## src/design/orp_pkg.sv

```systemverilog
// ----------------------------------------------------------------------------
// orp_pkg
// shared types and constants of the orbit representative search
// ----------------------------------------------------------------------------
package orp_pkg;

    localparam logic [1:0] OP_LOAD_MASK  = 2'd0;
    localparam logic [1:0] OP_LOAD_SHIFT = 2'd1;
    localparam logic [1:0] OP_LOAD_CHAR  = 2'd2;
    localparam logic [1:0] OP_QUERY      = 2'd3;

    localparam logic [1:0] REG_GROUP_SIZE  = 2'd0;
    localparam logic [1:0] REG_STAGE_COUNT = 2'd1;
    localparam logic [1:0] REG_FLIP_BITS   = 2'd2;
    localparam logic [1:0] REG_INV_MODE    = 2'd3;

    localparam logic [1:0] MODE_NONE  = 2'd0;
    localparam logic [1:0] MODE_EVEN  = 2'd1;
    localparam logic [1:0] MODE_ODD   = 2'd2;
    // unassigned mode code, behaves as no inversion
    localparam logic [1:0] MODE_SPARE = 2'd3;

    localparam int CHAR_W = 18;
    localparam logic signed [CHAR_W-1:0] CH_MAX = 18'sd131071;
    localparam logic signed [CHAR_W-1:0] CH_MIN = -18'sd131072;
    localparam logic [16:0] NORM_MAX = 17'd65536;

    // controller to datapath
    typedef struct packed {
        logic init;        // load spin word into x and best, clear sum
        logic word_load;   // start an element: y <= x, read its tables
        logic stage_step;  // apply one delta-swap stage
        logic compare;     // compare plain image
        logic compare_flip;// compare flipped image
        logic div_start;
        logic div_step;
        logic sqrt_start;
        logic sqrt_step;
        logic out_load;
    } orp_cmd_t;

    // datapath to controller
    typedef struct packed {
        logic sum_pos;
    } orp_status_t;

    function automatic logic signed [CHAR_W-1:0] neg_sat(
        input logic signed [CHAR_W-1:0] v);
        return (v == CH_MIN) ? CH_MAX : -v;
    endfunction

endpackage

```

## src/design/orp_ctrl.sv

```systemverilog
// ----------------------------------------------------------------------------
// orp_ctrl
// sequencer of one query: elements, stages, divide and square root
// ----------------------------------------------------------------------------
module orp_ctrl
    import orp_pkg::*;
#(
    parameter int GW = 8,
    parameter int SW = 4,
    parameter int MAX_GROUP = 256,
    parameter int MAX_STAGES = 16
)(
    input  logic          clk,
    input  logic          rst_n,
    input  logic          query_start,
    input  logic [8:0]    group_size,
    input  logic [4:0]    stage_count,
    input  logic          inv_on,
    input  orp_status_t   status,
    input  logic          out_free,
    output orp_cmd_t      cmd,
    output logic [GW-1:0] elem,
    output logic [SW-1:0] stage,
    output logic          busy
);

    localparam logic [2:0] S_IDLE  = 3'd0;
    localparam logic [2:0] S_ELEM  = 3'd1;
    localparam logic [2:0] S_STAGE = 3'd2;
    localparam logic [2:0] S_CMP   = 3'd3;
    localparam logic [2:0] S_DIV   = 3'd4;
    localparam logic [2:0] S_SQRT  = 3'd5;
    localparam logic [2:0] S_OUT   = 3'd6;

    logic [2:0]    state_reg, state_next;
    logic [GW:0]   elem_reg, elem_next;
    logic [SW:0]   stage_reg, stage_next;
    logic [6:0]    cnt_reg, cnt_next;
    logic [GW:0]   n_lim;
    logic [SW:0]   s_lim;

    always_comb
    begin
        if (group_size == 9'd0)
            n_lim = (GW+1)'(1);
        else if (32'(group_size) > MAX_GROUP)
            n_lim = (GW+1)'(MAX_GROUP);
        else
            n_lim = (GW+1)'(group_size);
        if (32'(stage_count) > MAX_STAGES)
            s_lim = (SW+1)'(MAX_STAGES);
        else
            s_lim = (SW+1)'(stage_count);
    end

    assign elem  = elem_reg[GW-1:0];
    assign stage = stage_reg[SW-1:0];
    assign busy  = (state_reg != S_IDLE);

    always_comb
    begin
        state_next = state_reg;
        elem_next  = elem_reg;
        stage_next = stage_reg;
        cnt_next   = cnt_reg;
        cmd        = '0;
        case (state_reg)
            S_IDLE:
            begin
                if (query_start)
                begin
                    cmd.init   = 1'b1;
                    elem_next  = '0;
                    state_next = S_ELEM;
                end
            end
            S_ELEM:
            begin
                // table reads for this element land next cycle
                cmd.word_load = 1'b1;
                stage_next    = '0;
                state_next    = S_STAGE;
            end
            S_STAGE:
            begin
                if (stage_reg == s_lim)
                    state_next = S_CMP;
                else
                begin
                    cmd.stage_step = 1'b1;
                    stage_next     = stage_reg + 1'b1;
                end
            end
            S_CMP:
            begin
                if (cnt_reg == 7'd0)
                begin
                    cmd.compare = 1'b1;
                    if (inv_on)
                        cnt_next = 7'd1;
                    else
                        cnt_next = 7'd2;
                end
                else
                begin
                    if (cnt_reg == 7'd1)
                        cmd.compare_flip = 1'b1;
                    cnt_next = 7'd0;
                    if (elem_reg + 1'b1 == n_lim)
                        state_next = S_DIV;
                    else
                    begin
                        elem_next  = elem_reg + 1'b1;
                        state_next = S_ELEM;
                    end
                end
            end
            S_DIV:
            begin
                if (cnt_reg == 7'd0)
                begin
                    // nothing to divide when the sum is zero or negative
                    if (status.sum_pos)
                    begin
                        cmd.div_start = 1'b1;
                        cnt_next      = 7'd1;
                    end
                    else
                        state_next = S_OUT;
                end
                else
                begin
                    cmd.div_step = 1'b1;
                    cnt_next     = cnt_reg + 1'b1;
                    if (cnt_reg == 7'd64)
                    begin
                        cnt_next   = '0;
                        state_next = S_SQRT;
                    end
                end
            end
            S_SQRT:
            begin
                if (cnt_reg == 7'd0)
                begin
                    cmd.sqrt_start = 1'b1;
                    cnt_next       = 7'd1;
                end
                else
                begin
                    cmd.sqrt_step = 1'b1;
                    cnt_next      = cnt_reg + 1'b1;
                    if (cnt_reg == 7'd32)
                    begin
                        cnt_next   = '0;
                        state_next = S_OUT;
                    end
                end
            end
            S_OUT:
            begin
                if (out_free)
                begin
                    cmd.out_load = 1'b1;
                    state_next   = S_IDLE;
                end
            end
            default: state_next = S_IDLE;
        endcase
    end

    always_ff @(posedge clk or negedge rst_n)
    begin
        if (!rst_n)
        begin
            state_reg <= S_IDLE;
            elem_reg  <= '0;
            stage_reg <= '0;
            cnt_reg   <= '0;
        end
        else
        begin
            state_reg <= state_next;
            elem_reg  <= elem_next;
            stage_reg <= stage_next;
            cnt_reg   <= cnt_next;
        end
    end

endmodule

```

## config.mk

```make
export PLATFORM = sky130hd
export DESIGN_NAME = orp_ctrl
export DESIGN_NICKNAME = d
export VERILOG_FILES = /design/src/design/orp_pkg.sv /design/src/design/orp_ctrl.sv
export SDC_FILE = /design/constraint.sdc
export NUM_CORES = 1
export LEC_CHECK = 0
export BUFFER_PORTS_ARGS = -buffer_cell sky130_fd_sc_hd__buf_2
export CAP_MARGIN = 10
export CORE_MARGIN = 5
export CORE_UTILIZATION = 45
export DETAILED_ROUTE_END_ITERATION = 8
export PLACE_DENSITY = 0.68
export SKIP_CTS_REPAIR_TIMING = 1
export SLEW_MARGIN = 10
export SYNTH_ARGS = -nofsm -noshare
export SYNTH_HDL_FRONTEND = slang
export SYNTH_SLANG_ARGS = --single-unit
export TNS_END_PERCENT = 20
```

## constraint.sdc

```tcl
create_clock -name clk -period 3.4 [get_ports clk]
set_input_delay 1.02 -clock clk [delete_from_list [all_inputs] [get_ports clk]]
set_output_delay 1.02 -clock clk [all_outputs]
set_load 0.01 [all_outputs]
```

== Yosys cells after proc, flatten, opt, wreduce, memory -nomap -nowiden ==
Index checks and enable logic that the tools add are counted.

* Register bits: 24
* Output and inout port bits: 23
* Logic and storage cells: 86

* Add/subtract/negate cells: 3
* Equality and inequality tests: 22
* Reductions and logical operators: 11
* Muxes and demuxes: 44
* $lt $le $gt $ge: 2

{| class="wikitable"
|+ Operators by type and width
! kind !! number
|-
| 2-to-1 mux 9 bit || 5
|-
| 2-to-1 mux 7 bit || 6
|-
| 2-to-1 mux 3 bit || 10
|-
| one-hot mux 3 bit (7 select lines) || 1
|-
| one-hot mux 7 bit (3 select lines) || 1
|-
| one-hot mux 9 bit (2 select lines) || 1
|-
| != test 2 bit (second input constant) || 8
|-
| 2-to-1 mux 1 bit || 13
|-
| 2-to-1 mux 5 bit || 2
|-
| one-hot mux 5 bit (2 select lines) || 1
|-
| adder 9 x 1 -> 9 bit (second input constant) || 1
|-
| == test 3 bit (second input constant) || 3
|-
| == test 9 bit || 1
|-
| > comparator 9 bit (second input constant) || 1
|-
| logical NOT 9 bit || 1
|-
| != test 3 bit (second input constant) || 3
|-
| 2-to-1 mux 2 bit || 4
|-
| AND reduction 8 bit || 1
|-
| adder 7 x 1 -> 7 bit (second input constant) || 1
|-
| == test 7 x 1 -> 1 bit (second input constant) || 1
|-
| == test 7 x 6 -> 1 bit (second input constant) || 1
|-
| == test 7 bit (second input constant) || 1
|-
| logical NOT 7 bit || 1
|-
| == test 3 x 2 -> 1 bit (second input constant) || 2
|-
| other kinds (9) || 12
|}

== Depth between registers and ports, before layout ==
Gate-level depths: netlist of run 1.

* Depth after elaboration: 7
* Gate-level depth with buffers: 11

== Worst setup path before layout of run 1 ==
No wires, ideal clock.

* Path type: input-to-reg
* From: in group_size[3]
* To: reg elem_reg[6]
* Required time: 3274 ps
* Data arrival time: 2515 ps
* Setup slack: 759 ps
* Path buffers: 0
* Stages on the path: 7
* Library setup time: 126 ps
* Cells stage by stage: nor4_1 a32oi_1 xor2_1 a2111oi_4 and4_4 nor4_1 a311o_1

* Word-level cells in the longest chain between the ends: 6
* Elaborated cells between the ends (all ways): 7

{| class="wikitable"
|+ Ends and longest elaborated chain
! element !! RTL line !! RTL
|-
| from (decl) || orp_ctrl.sv:16 || <nowiki>input logic [8:0] group_size,</nowiki>
|-
| > comparator 9 bit || orp_ctrl.sv:46 || <nowiki>else if (32'(group_size) > MAX_GROUP)</nowiki>
|-
| 2-to-1 mux 9 bit || orp_ctrl.sv:46 ||
|-
| 2-to-1 mux 9 bit (*) || orp_ctrl.sv:44 || <nowiki>if (group_size == 9'd0)</nowiki>
|-
| == test 9 bit (*) || orp_ctrl.sv:109 || <nowiki>if (elem_reg + 1'b1 == n_lim)</nowiki>
|-
| != test 2 bit (no line) (*) || n/a ||
|-
| AND reduction 4 bit (no line) (*) || n/a ||
|-
| to (signal assigned) || orp_ctrl.sv:184 || <nowiki>elem_reg <= elem_next;</nowiki>
|-
| to (decl) || orp_ctrl.sv:36 || <nowiki>logic [GW:0] elem_reg, elem_next;</nowiki>
|}

Every way passes the cells marked *; elsewhere a longest branch is shown, timed or not.
A chain may end at the register's enable or synchronous reset.

==> impl_metrics.json, run 1 <==
{
  "run_status": "finished, final reports clean",
  "maxClockFrequency_mhz": 317,
  "die_boundary_height_microns": 77.7,
  "critPathKind": "flop to primary output",
  "port_buffers": 42,
  "synth-edff-count": 0,
  "final_min_period_over_clock_period_pct": 92.8,
  "final_common_cell": "buf_2",
  "clk_root_buffer_cell": "clkbuf_8",
  "maximum_clock_skew_at_final_layout_ns": 0.00249,
  "ys_warn_count": 0,
  "post-dp-hpwl_mm": 3.56,
  "layout_setup_ws_ns": 0.243,
  "r2r.worst_path.cells": 8,
  "place.gp.congestion": 0.807,
  "worstHoldStart": "stage_reg[4]",
  "worst_r2r_startpoint": "elem_reg[0]",
  "synth_async_sr_flop_share_pct": 100,
  "num_vias": 1861,
  "fin_tns_setup_ns": 0,
  "fraction_of_final_layout_cells_with_drive_strength_greater_than_1_pct": 22.9,
  "cp.required_ns": 2.38,
  "design.die.area_sq_um": 6040,
  "worst_slack_at_placement_ns": 0.471,
  "largest_stage_delay_worst_path_ns": 0.43,
  "ir_drop_v": 0.000252,
  "worstReg2RegEnd": "state_reg[0]",
  "cpMaxStageDelayCell": "dfrtp_1",
  "hold_class": "flop to flop",
  "antenna-diode-count": 0,
  "finalInstanceArea_sq_um": 2250,
  "tritoncts_num_sinks": 24,
  "crit_fanout": 5,
  "clk_latency_ns": 0.26,
  "report.final.setup_viol": 0,
  "rsz0062_at_grt": "false",
  "post_dp_cell_area_sq_um": 2200,
  "htree_levels": 1,
  "grt_pass1_vias": 1793,
  "timing.final.hold_violations": 0,
  "detailed_routing_iterations_pass_1": 4,
  "routed_wirelength_mm": 4.64,
  "timing.critical_path.to_type": "primary output",
  "wire_length_of_the_first_global_routing_pass_mm": 8.23,
  "power.density_nw_per_um2": 647,
  "grt_antenna_before_repair": 0,
  "drt.antenna.violating_nets": 0,
  "synth_nets": 270,
  "core_rows": 24,
  "worst-endpoint-arrival_ns": 2.14,
  "slew_violations": 0,
  "synth.ff_latch_count": 24,
  "sum_of_internal_switching_and_leakage_power_mw": 1.46,
  "cap_viol_max_count": 0,
  "cts_max_path_buffers": 2,
  "tritoncts": "yes",
  "cp_cell_sequence": "inv_1 > ha_1 > nand2b_1 > or2_2 > nor2_1 > and3_1 > buf_2",
  "cts_made_buffers": 3,
  "r2r_slack_ns": 0.72,
  "drt-vias-per-instance": 5.76,
  "die_span_x_microns": 77.7,
  "whs_path_depth": 2,
  "timing.hold.worst_endpoint": "stage_reg[4]",
  "synth_top_flop_cell": "dfrtp_1",
  "leakagePower_nw": 1.08,
  "design.core.area_sq_um": 4410,
  "syn_to_final_growth_pct": 9.22,
  "synth.yosys.seq_area_share_pct": 29.1,
  "grt_overflow": 0,
  "grt_max_degree": 25,
  "max-slew-margin-rel_pct": 54.3,
  "max_slew.worst_pin.slew_ns": 0.679,
  "path_clk_slew_ns": 0.08,
  "drt-wirelength-per-cell_microns": 14.4,
  "holdWs_ns": 0.574,
  "largest_register_ffs": 9,
  "most-common-layout-cells": "buf_2 (42), nor2_1 (33), nand2_1 (24), dfrtp_1 (24), xor2_1 (12)",
  "finalNetCount": 297,
  "ios": 43,
  "postSynthCellCount": 245,
  "remaining_drc_errors": 0,
  "floorplan.initialDensity_pct": 46.7,
  "postSynthAreaPerCell_sq_um": 8.42,
  "finalCriticalPeriod_ns": 3.16,
  "worst_setup_sp_type": "flop",
  "synth.cell_area_sq_um": 2060,
  "grt_use_total_pct": 16.1,
  "dr.first_iter.drc_count": 108,
  "ys_types": 62
}
Yosys cell counts, drive strengths merged, types with 3 or more instances:
| library cell | number | area [sq um] |
|---|---|---|
| o211ai | 7 | 57.6 |
| nor2 | 34 | 130 |
| a32oi | 3 | 26.3 |
| inv | 7 | 26.3 |
| o21ai | 12 | 60.1 |
| nor2b | 6 | 37.5 |
| nor3 | 5 | 25.0 |
| nand2 | 24 | 90.1 |
| xnor2 | 4 | 35.0 |
| or2 | 3 | 18.8 |
| and3 | 7 | 50.1 |
| nand2b | 3 | 18.8 |
| or3 | 4 | 25.0 |
| ha | 5 | 62.6 |
| nand3 | 6 | 30.0 |
| a21oi | 6 | 33.8 |
| xor2 | 12 | 105 |
| clkbuf | 4 | 15.0 |
| nand4 | 7 | 50.1 |
| dfrtp | 24 | 601 |
| mux2i | 3 | 30.0 |
| nor4 | 3 | 18.8 |
| buf | 18 | 140 |
| and2b | 3 | 22.5 |
power by group:
group | internal, mW | leakage [nW] | switching, mW
clock network | 0.103 | 0.0288 | 0.0873
logic | 0.312 | 0.732 | 0.462
registers | 0.353 | 0.323 | 0.141
total | 0.768 | 1.08 | 0.690
routing by layer:
metal | vias up | GRT usage [%] | wire length [microns]
met5 | - | 0 | 0
met4 | 0 | 5.33 | 51
met3 | 5 | 2.08 | 239
met2 | 42 | 27.5 | 2230
met1 | 887 | 20.8 | 2120
li1 | 927 | - | -
cells by family (layout without fill, tap and decap cells):
group | count (synthesis) | after routing | synth area share [%]
simple gates | 114 | 114 | 28.9
compound gates | 51 | 51 | 19.2
buf+inv | 29 | 55 | 8.80
flops | 24 | 24 | 29.1
xor+xnor | 18 | 18 | 8.98
fa+ha+maj | 5 | 5 | 3.03
mux | 4 | 4 | 2.00
critical path, delay by kind of cell, from the launching register on:
kind          cells  cell delay [ns]
simple gates      4             0.97
flops             1             0.43
fa+ha+maj         1             0.25
buf+inv           2             0.22
worst max path at each step:
stage	cells past startpoint	slack [ns]	startpoint	end
2_1_floorplan	7	0.76	group_size[3]	elem_reg[6]
3_3_place_gp	5	0.51	stage_count[0]	cmd[7]
3_5_place_dp	8	0.47	group_size[3]	state_reg[0]
4_1_cts	7	0.26	cnt_reg[0]	cmd[4]
5_1_grt	7	0.1	cnt_reg[1]	cmd[4]
6_report	7	0.24	cnt_reg[1]	cmd[4]
cell type report:
class                   count  area, sq um
fillers                   434         2160
multi-input cells         192         1280
flip-flops and latches     24          601
repair buffers             44          225
well taps                  52         65.1
clock buffers               4         55.1
inverters                   7         26.3
through the flow:
step | util [%] | std cells
2_1_floorplan | - | 245
3_3_place_gp | 49.8 | 319
3_5_place_dp | 49.8 | 319
4_1_cts | 51.0 | 323
5_1_grt | 51.0 | 323
6_report | 51.0 | 323
Note: power is estimated with default switching activity, not from simulation.
==> inputs of run 2 (changes only) <==
SETUP_SLACK_MARGIN = 0.4   (was default)
==> impl_metrics.json, run 2 (synthesis gave the netlist of run 1 again) <==
{
  "max_slew.worst_pin.slew_ns": 0.674,
  "grt_antenna_before_repair": 0,
  "clk_root_buffer_cell": "clkbuf_8",
  "p_clk_share_pct": 13.0,
  "grt_max_degree": 25,
  "grt_util_met2_pct": 27.5,
  "place.gp.congestion": 0.807,
  "hold_class": "flop to flop",
  "slew_violations": 0,
  "finalNetCount": 297,
  "clk_latency_ns": 0.26,
  "path_clk_slew_ns": 0.08,
  "gr-usage-met3_pct": 2.08,
  "largest_register_ffs": 9,
  "p_comb_share_pct": 53.5,
  "critical-path-top-delay-family": "simple AND/OR/NAND/NOR gates",
  "core_rows": 24,
  "design.die.area_sq_um": 6040,
  "maximum_clock_skew_at_final_layout_ns": 0.00489,
  "finalInstanceArea_sq_um": 2260,
  "pwr-share-seq_pct": 33.5,
  "syn_to_final_growth_pct": 9.77,
  "power.density_nw_per_um2": 651,
  "grt_use_total_pct": 16.1,
  "die_boundary_height_microns": 77.7,
  "port_buffers": 42,
  "post-dp-hpwl_mm": 3.56,
  "tritoncts_num_sinks": 24,
  "numPlacedInstances": 319,
  "remaining_drc_errors": 0,
  "worst_slack_at_placement_ns": 0.471,
  "crit_fanout": 5,
  "cap_viol_max_count": 0,
  "finalCriticalPeriod_ns": 2.96,
  "largest_stage_delay_worst_path_ns": 0.43,
  "design_internal_power_mw": 0.776,
  "drt-vias-per-instance": 5.72,
  "sw_frac_of_total_pct": 47.4,
  "finish.cell_count_without_fillers": 323,
  "rsz0062_at_grt": "true",
  "run_status": "finished, final reports clean",
  "maxClockFrequency_mhz": 338,
  "critPathKind": "flop to primary output",
  "most-common-layout-cells": "buf_2 (42), nor2_1 (32), nand2_1 (24), dfrtp_1 (23), xor2_1 (12)",
  "wire_length_of_the_first_global_routing_pass_mm": 8.23,
  "cts_max_path_buffers": 2,
  "final_min_period_over_clock_period_pct": 86.9,
  "cp.required_ns": 2.38,
  "max-slew-margin-rel_pct": 54.6,
  "drt.antenna.violating_nets": 0,
  "ios": 43,
  "antenna-diode-count": 0,
  "timing.critical_path.to_type": "primary output",
  "worst_setup_sp_type": "flop",
  "layout_setup_ws_ns": 0.444,
  "drt-wirelength-per-cell_microns": 14.4,
  "detailed_routing_iterations_pass_1": 4,
  "tritoncts": "yes",
  "fin_tns_setup_ns": 0,
  "leakagePower_nw": 1.08,
  "die_span_x_microns": 77.7,
  "grt_util_met1_pct": 20.8,
  "fraction_of_final_layout_cells_with_drive_strength_greater_than_1_pct": 24.0,
  "floorplan.initialDensity_pct": 46.7,
  "power.switching_mw": 0.698,
  "num_vias": 1848,
  "most_used_routing_layer_in_global_routing": "met2",
  "dr.first_iter.drc_count": 118,
  "sum_of_internal_switching_and_leakage_power_mw": 1.47,
  "worst-endpoint-arrival_ns": 1.94,
  "cts_made_buffers": 3,
  "post_dp_cell_area_sq_um": 2200,
  "ir_drop_v": 0.000264,
  "critPathBufInv": 1,
  "htree_levels": 1,
  "timing.final.hold_violations": 0,
  "grt_overflow": 0,
  "holdWs_ns": 0.575,
  "final_common_cell": "buf_2",
  "cp_cell_sequence": "or3_1 > or2_2 > nor2_4 > and3_1 > buf_2",
  "cpMaxStageDelayCell": "dfrtp_1",
  "report.final.setup_viol": 0,
  "routed_wirelength_mm": 4.65,
  "grt_pass1_vias": 1793,
  "design.core.area_sq_um": 4410,
  "finalCoreUtilization_pct": 51.3
}
==> run 2: cell counts in the layout (fill, tap and decap cells not counted) <==
Identical to the previous run, type by type.
==> run 2: final timing paths <==
check,start,end,slack [ns],depth (start not counted)
max reg2reg,elem_reg[0],state_reg[0],0.71,8
min,stage_reg[4],stage_reg[4],0.57,2
min in group asynchronous,rst_n,stage_reg[3],0.73,1
max in group asynchronous,rst_n,state_reg[0],2.28,1
max,cnt_reg[3],cmd[4],0.44,5
min reg2reg,stage_reg[4],stage_reg[4],0.57,2
==> run 2: final cells by class <==
cell class | count | area [sq um]
clock buffer | 4 | 55.1
fill | 432 | 2150
inverter | 7 | 26.3
multi-input combinational | 192 | 1290
sequential | 24 | 602
tap | 52 | 65.1
timing repair buffer | 44 | 225
==> run 2: per-layer routing <==
metal | up-vias | share of wire, %
met3 | 5 | 5.1
li1 | 925 | -
met5 | - | 0
met1 | 872 | 45
met2 | 46 | 48
met4 | 0 | 1.1
==> run 2: worst register-to-register path, cell delays in order (launching register included) <==
cell and delay, ns:
dfrtp_1 0.47, ha_1 0.28, and3_1 0.25, and3_4 0.24
o221a_4 0.27, a2111oi_4 0.35, nand4_2 0.32, a211oi_1 0.29
o22ai_1 0.10
==> run 2: power by group through the flow <==
| stage | clock [mW] | combinational [mW] | sequential [mW] |
|---|---|---|---|
| detailed placement | 0 | 0.776 | 0.497 |
| global route | 0.211 | 0.887 | 0.515 |
| floorplan | 0 | 0.683 | 0.418 |
| CTS | 0.200 | 0.780 | 0.491 |
| finish | 0.191 | 0.789 | 0.494 |
| global placement | 0 | 0.770 | 0.495 |
==> inputs of run 3 (changes only) <==
SKIP_CTS_REPAIR_TIMING = default   (was 1)
clock period = 3.05 ns   (was 3.4 ns; I/O delays follow)
==> impl_metrics.json, run 3 (synthesis gave the netlist of run 1 again) <==
{
  "cts.hold.buffers_added": 0,
  "leakagePower_nw": 1.15,
  "wire_length_of_the_first_global_routing_pass_mm": 8.30,
  "ios": 43,
  "most-common-layout-cells": "buf_2 (41), nor2_1 (30), nand2_1 (24), dfrtp_1 (23), buf_4 (14)",
  "cts_made_buffers": 3,
  "cts_max_path_buffers": 2,
  "clk_latency_ns": 0.26,
  "grt_overflow": 0,
  "slew_violations": 0,
  "final_min_period_over_clock_period_pct": 87.0,
  "tritoncts": "yes",
  "htree_levels": 1,
  "die_boundary_height_microns": 77.7,
  "port_buffers": 42,
  "filler_cell_count": 430,
  "max-slew-margin-rel_pct": 60.4,
  "finalCriticalPeriod_ns": 2.65,
  "design.die.area_sq_um": 6040,
  "maximum_clock_skew_at_final_layout_ns": 0.00872,
  "dr.first_iter.drc_count": 99,
  "grt_use_total_pct": 16.2,
  "place.gp.congestion": 0.804,
  "antenna-diode-count": 0,
  "sum_of_internal_switching_and_leakage_power_mw": 1.86,
  "fin_tns_setup_ns": 0,
  "drt-vias-per-instance": 5.74,
  "sequential_cell_area_sq_um": 602,
  "report.final.setup_viol": 0,
  "post-dp-hpwl_mm": 3.65,
  "r2r_slack_ns": 0.50,
  "finalCoreUtilization_pct": 55.0,
  "holdWs_ns": 0.594,
  "timing.critical_path.to_type": "primary output",
  "final_common_cell": "buf_2",
  "syn_to_final_growth_pct": 17.7,
  "design.core.area_sq_um": 4410,
  "worst-endpoint-arrival_ns": 1.74,
  "rsz0062_at_grt": "true",
  "grt_max_degree": 25,
  "grt_antenna_before_repair": 0,
  "grt_pass1_vias": 1803,
  "routed_wirelength_mm": 4.92,
  "drt-wirelength-per-cell_microns": 14.7,
  "critPathKind": "flop to primary output",
  "remaining_drc_errors": 0,
  "drt.antenna.violating_nets": 0,
  "finalNetCount": 310,
  "cp.required_ns": 2.13,
  "max_slew.worst_pin.slew_ns": 0.588,
  "floorplan.initialDensity_pct": 46.7,
  "tritoncts_num_sinks": 24,
  "whs_path_depth": 1,
  "fraction_of_final_layout_cells_with_drive_strength_greater_than_1_pct": 30.6,
  "power.density_nw_per_um2": 766,
  "ir_drop_v": 0.000352,
  "run_status": "finished, final reports clean",
  "core_rows": 24,
  "path_clk_slew_ns": 0.09,
  "multi_input_area_sq_um": 1350,
  "clk_root_buffer_cell": "clkbuf_8",
  "worst_setup_sp_type": "flop",
  "crit_fanout": 8,
  "maxClockFrequency_mhz": 377,
  "detailed_routing_iterations_pass_1": 4,
  "num_vias": 1927,
  "largest_register_ffs": 9,
  "hold_class": "flop to flop",
  "die_span_x_microns": 77.7,
  "r2r.worst_path.cells": 7,
  "cap_viol_max_count": 0,
  "timing.final.hold_violations": 0
}
run 3: worst max-delay path, cell delays in order, from the launching register on:
cell and delay [ns]:
dfrtp_1 0.40, or3_4 0.40, or3_4 0.39, nor2_1 0.14, buf_2 0.14
run 3: report_power, final:
part	internal, mW	switching (mW)	total [mW]
sequential	0.395	0.115	0.511
combinational	0.503	0.628	1.13
clock	0.115	0.101	0.216
total	1.01	0.844	1.86
run 3: worst paths after layout:
path	startpoint	end
worst max-delay path	cnt_reg[4]	cmd[6]
worst min-delay path	elem_reg[2]	elem_reg[2]
worst max register to register	elem_reg[6]	elem_reg[6]
worst min register to register	elem_reg[2]	elem_reg[2]
max in group asynchronous	rst_n	state_reg[1]
min in group asynchronous	rst_n	stage_reg[3]
run 3: final cells by class:
| cell class | count | area share, % |
|---|---|---|
| multi-input combinational | 192 | 55.4 |
| inverter | 7 | 1.08 |
| timing repair buffer | 57 | 13.7 |
| tap | 52 | 2.68 |
| sequential | 24 | 24.8 |
| clock buffer | 4 | 2.27 |
run 3: per-stage QoR:
step	worst slack, ns	area, sq um	cells
6_report	0.396	2430	336
5_1_grt	0.339	2430	336
4_1_cts	0.376	2370	334
3_5_place_dp	0.264	2220	322
3_3_place_gp	0.308	2220	322
2_1_floorplan	0.514	2060	245
run 3: metal layers:
metal	global-route usage, %	share of wire [%]
met1	20.8	45
met2	28.0	49
met3	2.55	5.9
met4	4.47	0.73
met5	0	0
run 3: timing repair:
item                                    CTS  global route
buffers inserted                          8             2
pin swaps                                 4             7
endpoints found under the hold margin     0             0
endpoints found under the setup margin    7            17
gates resized for setup                   8            11
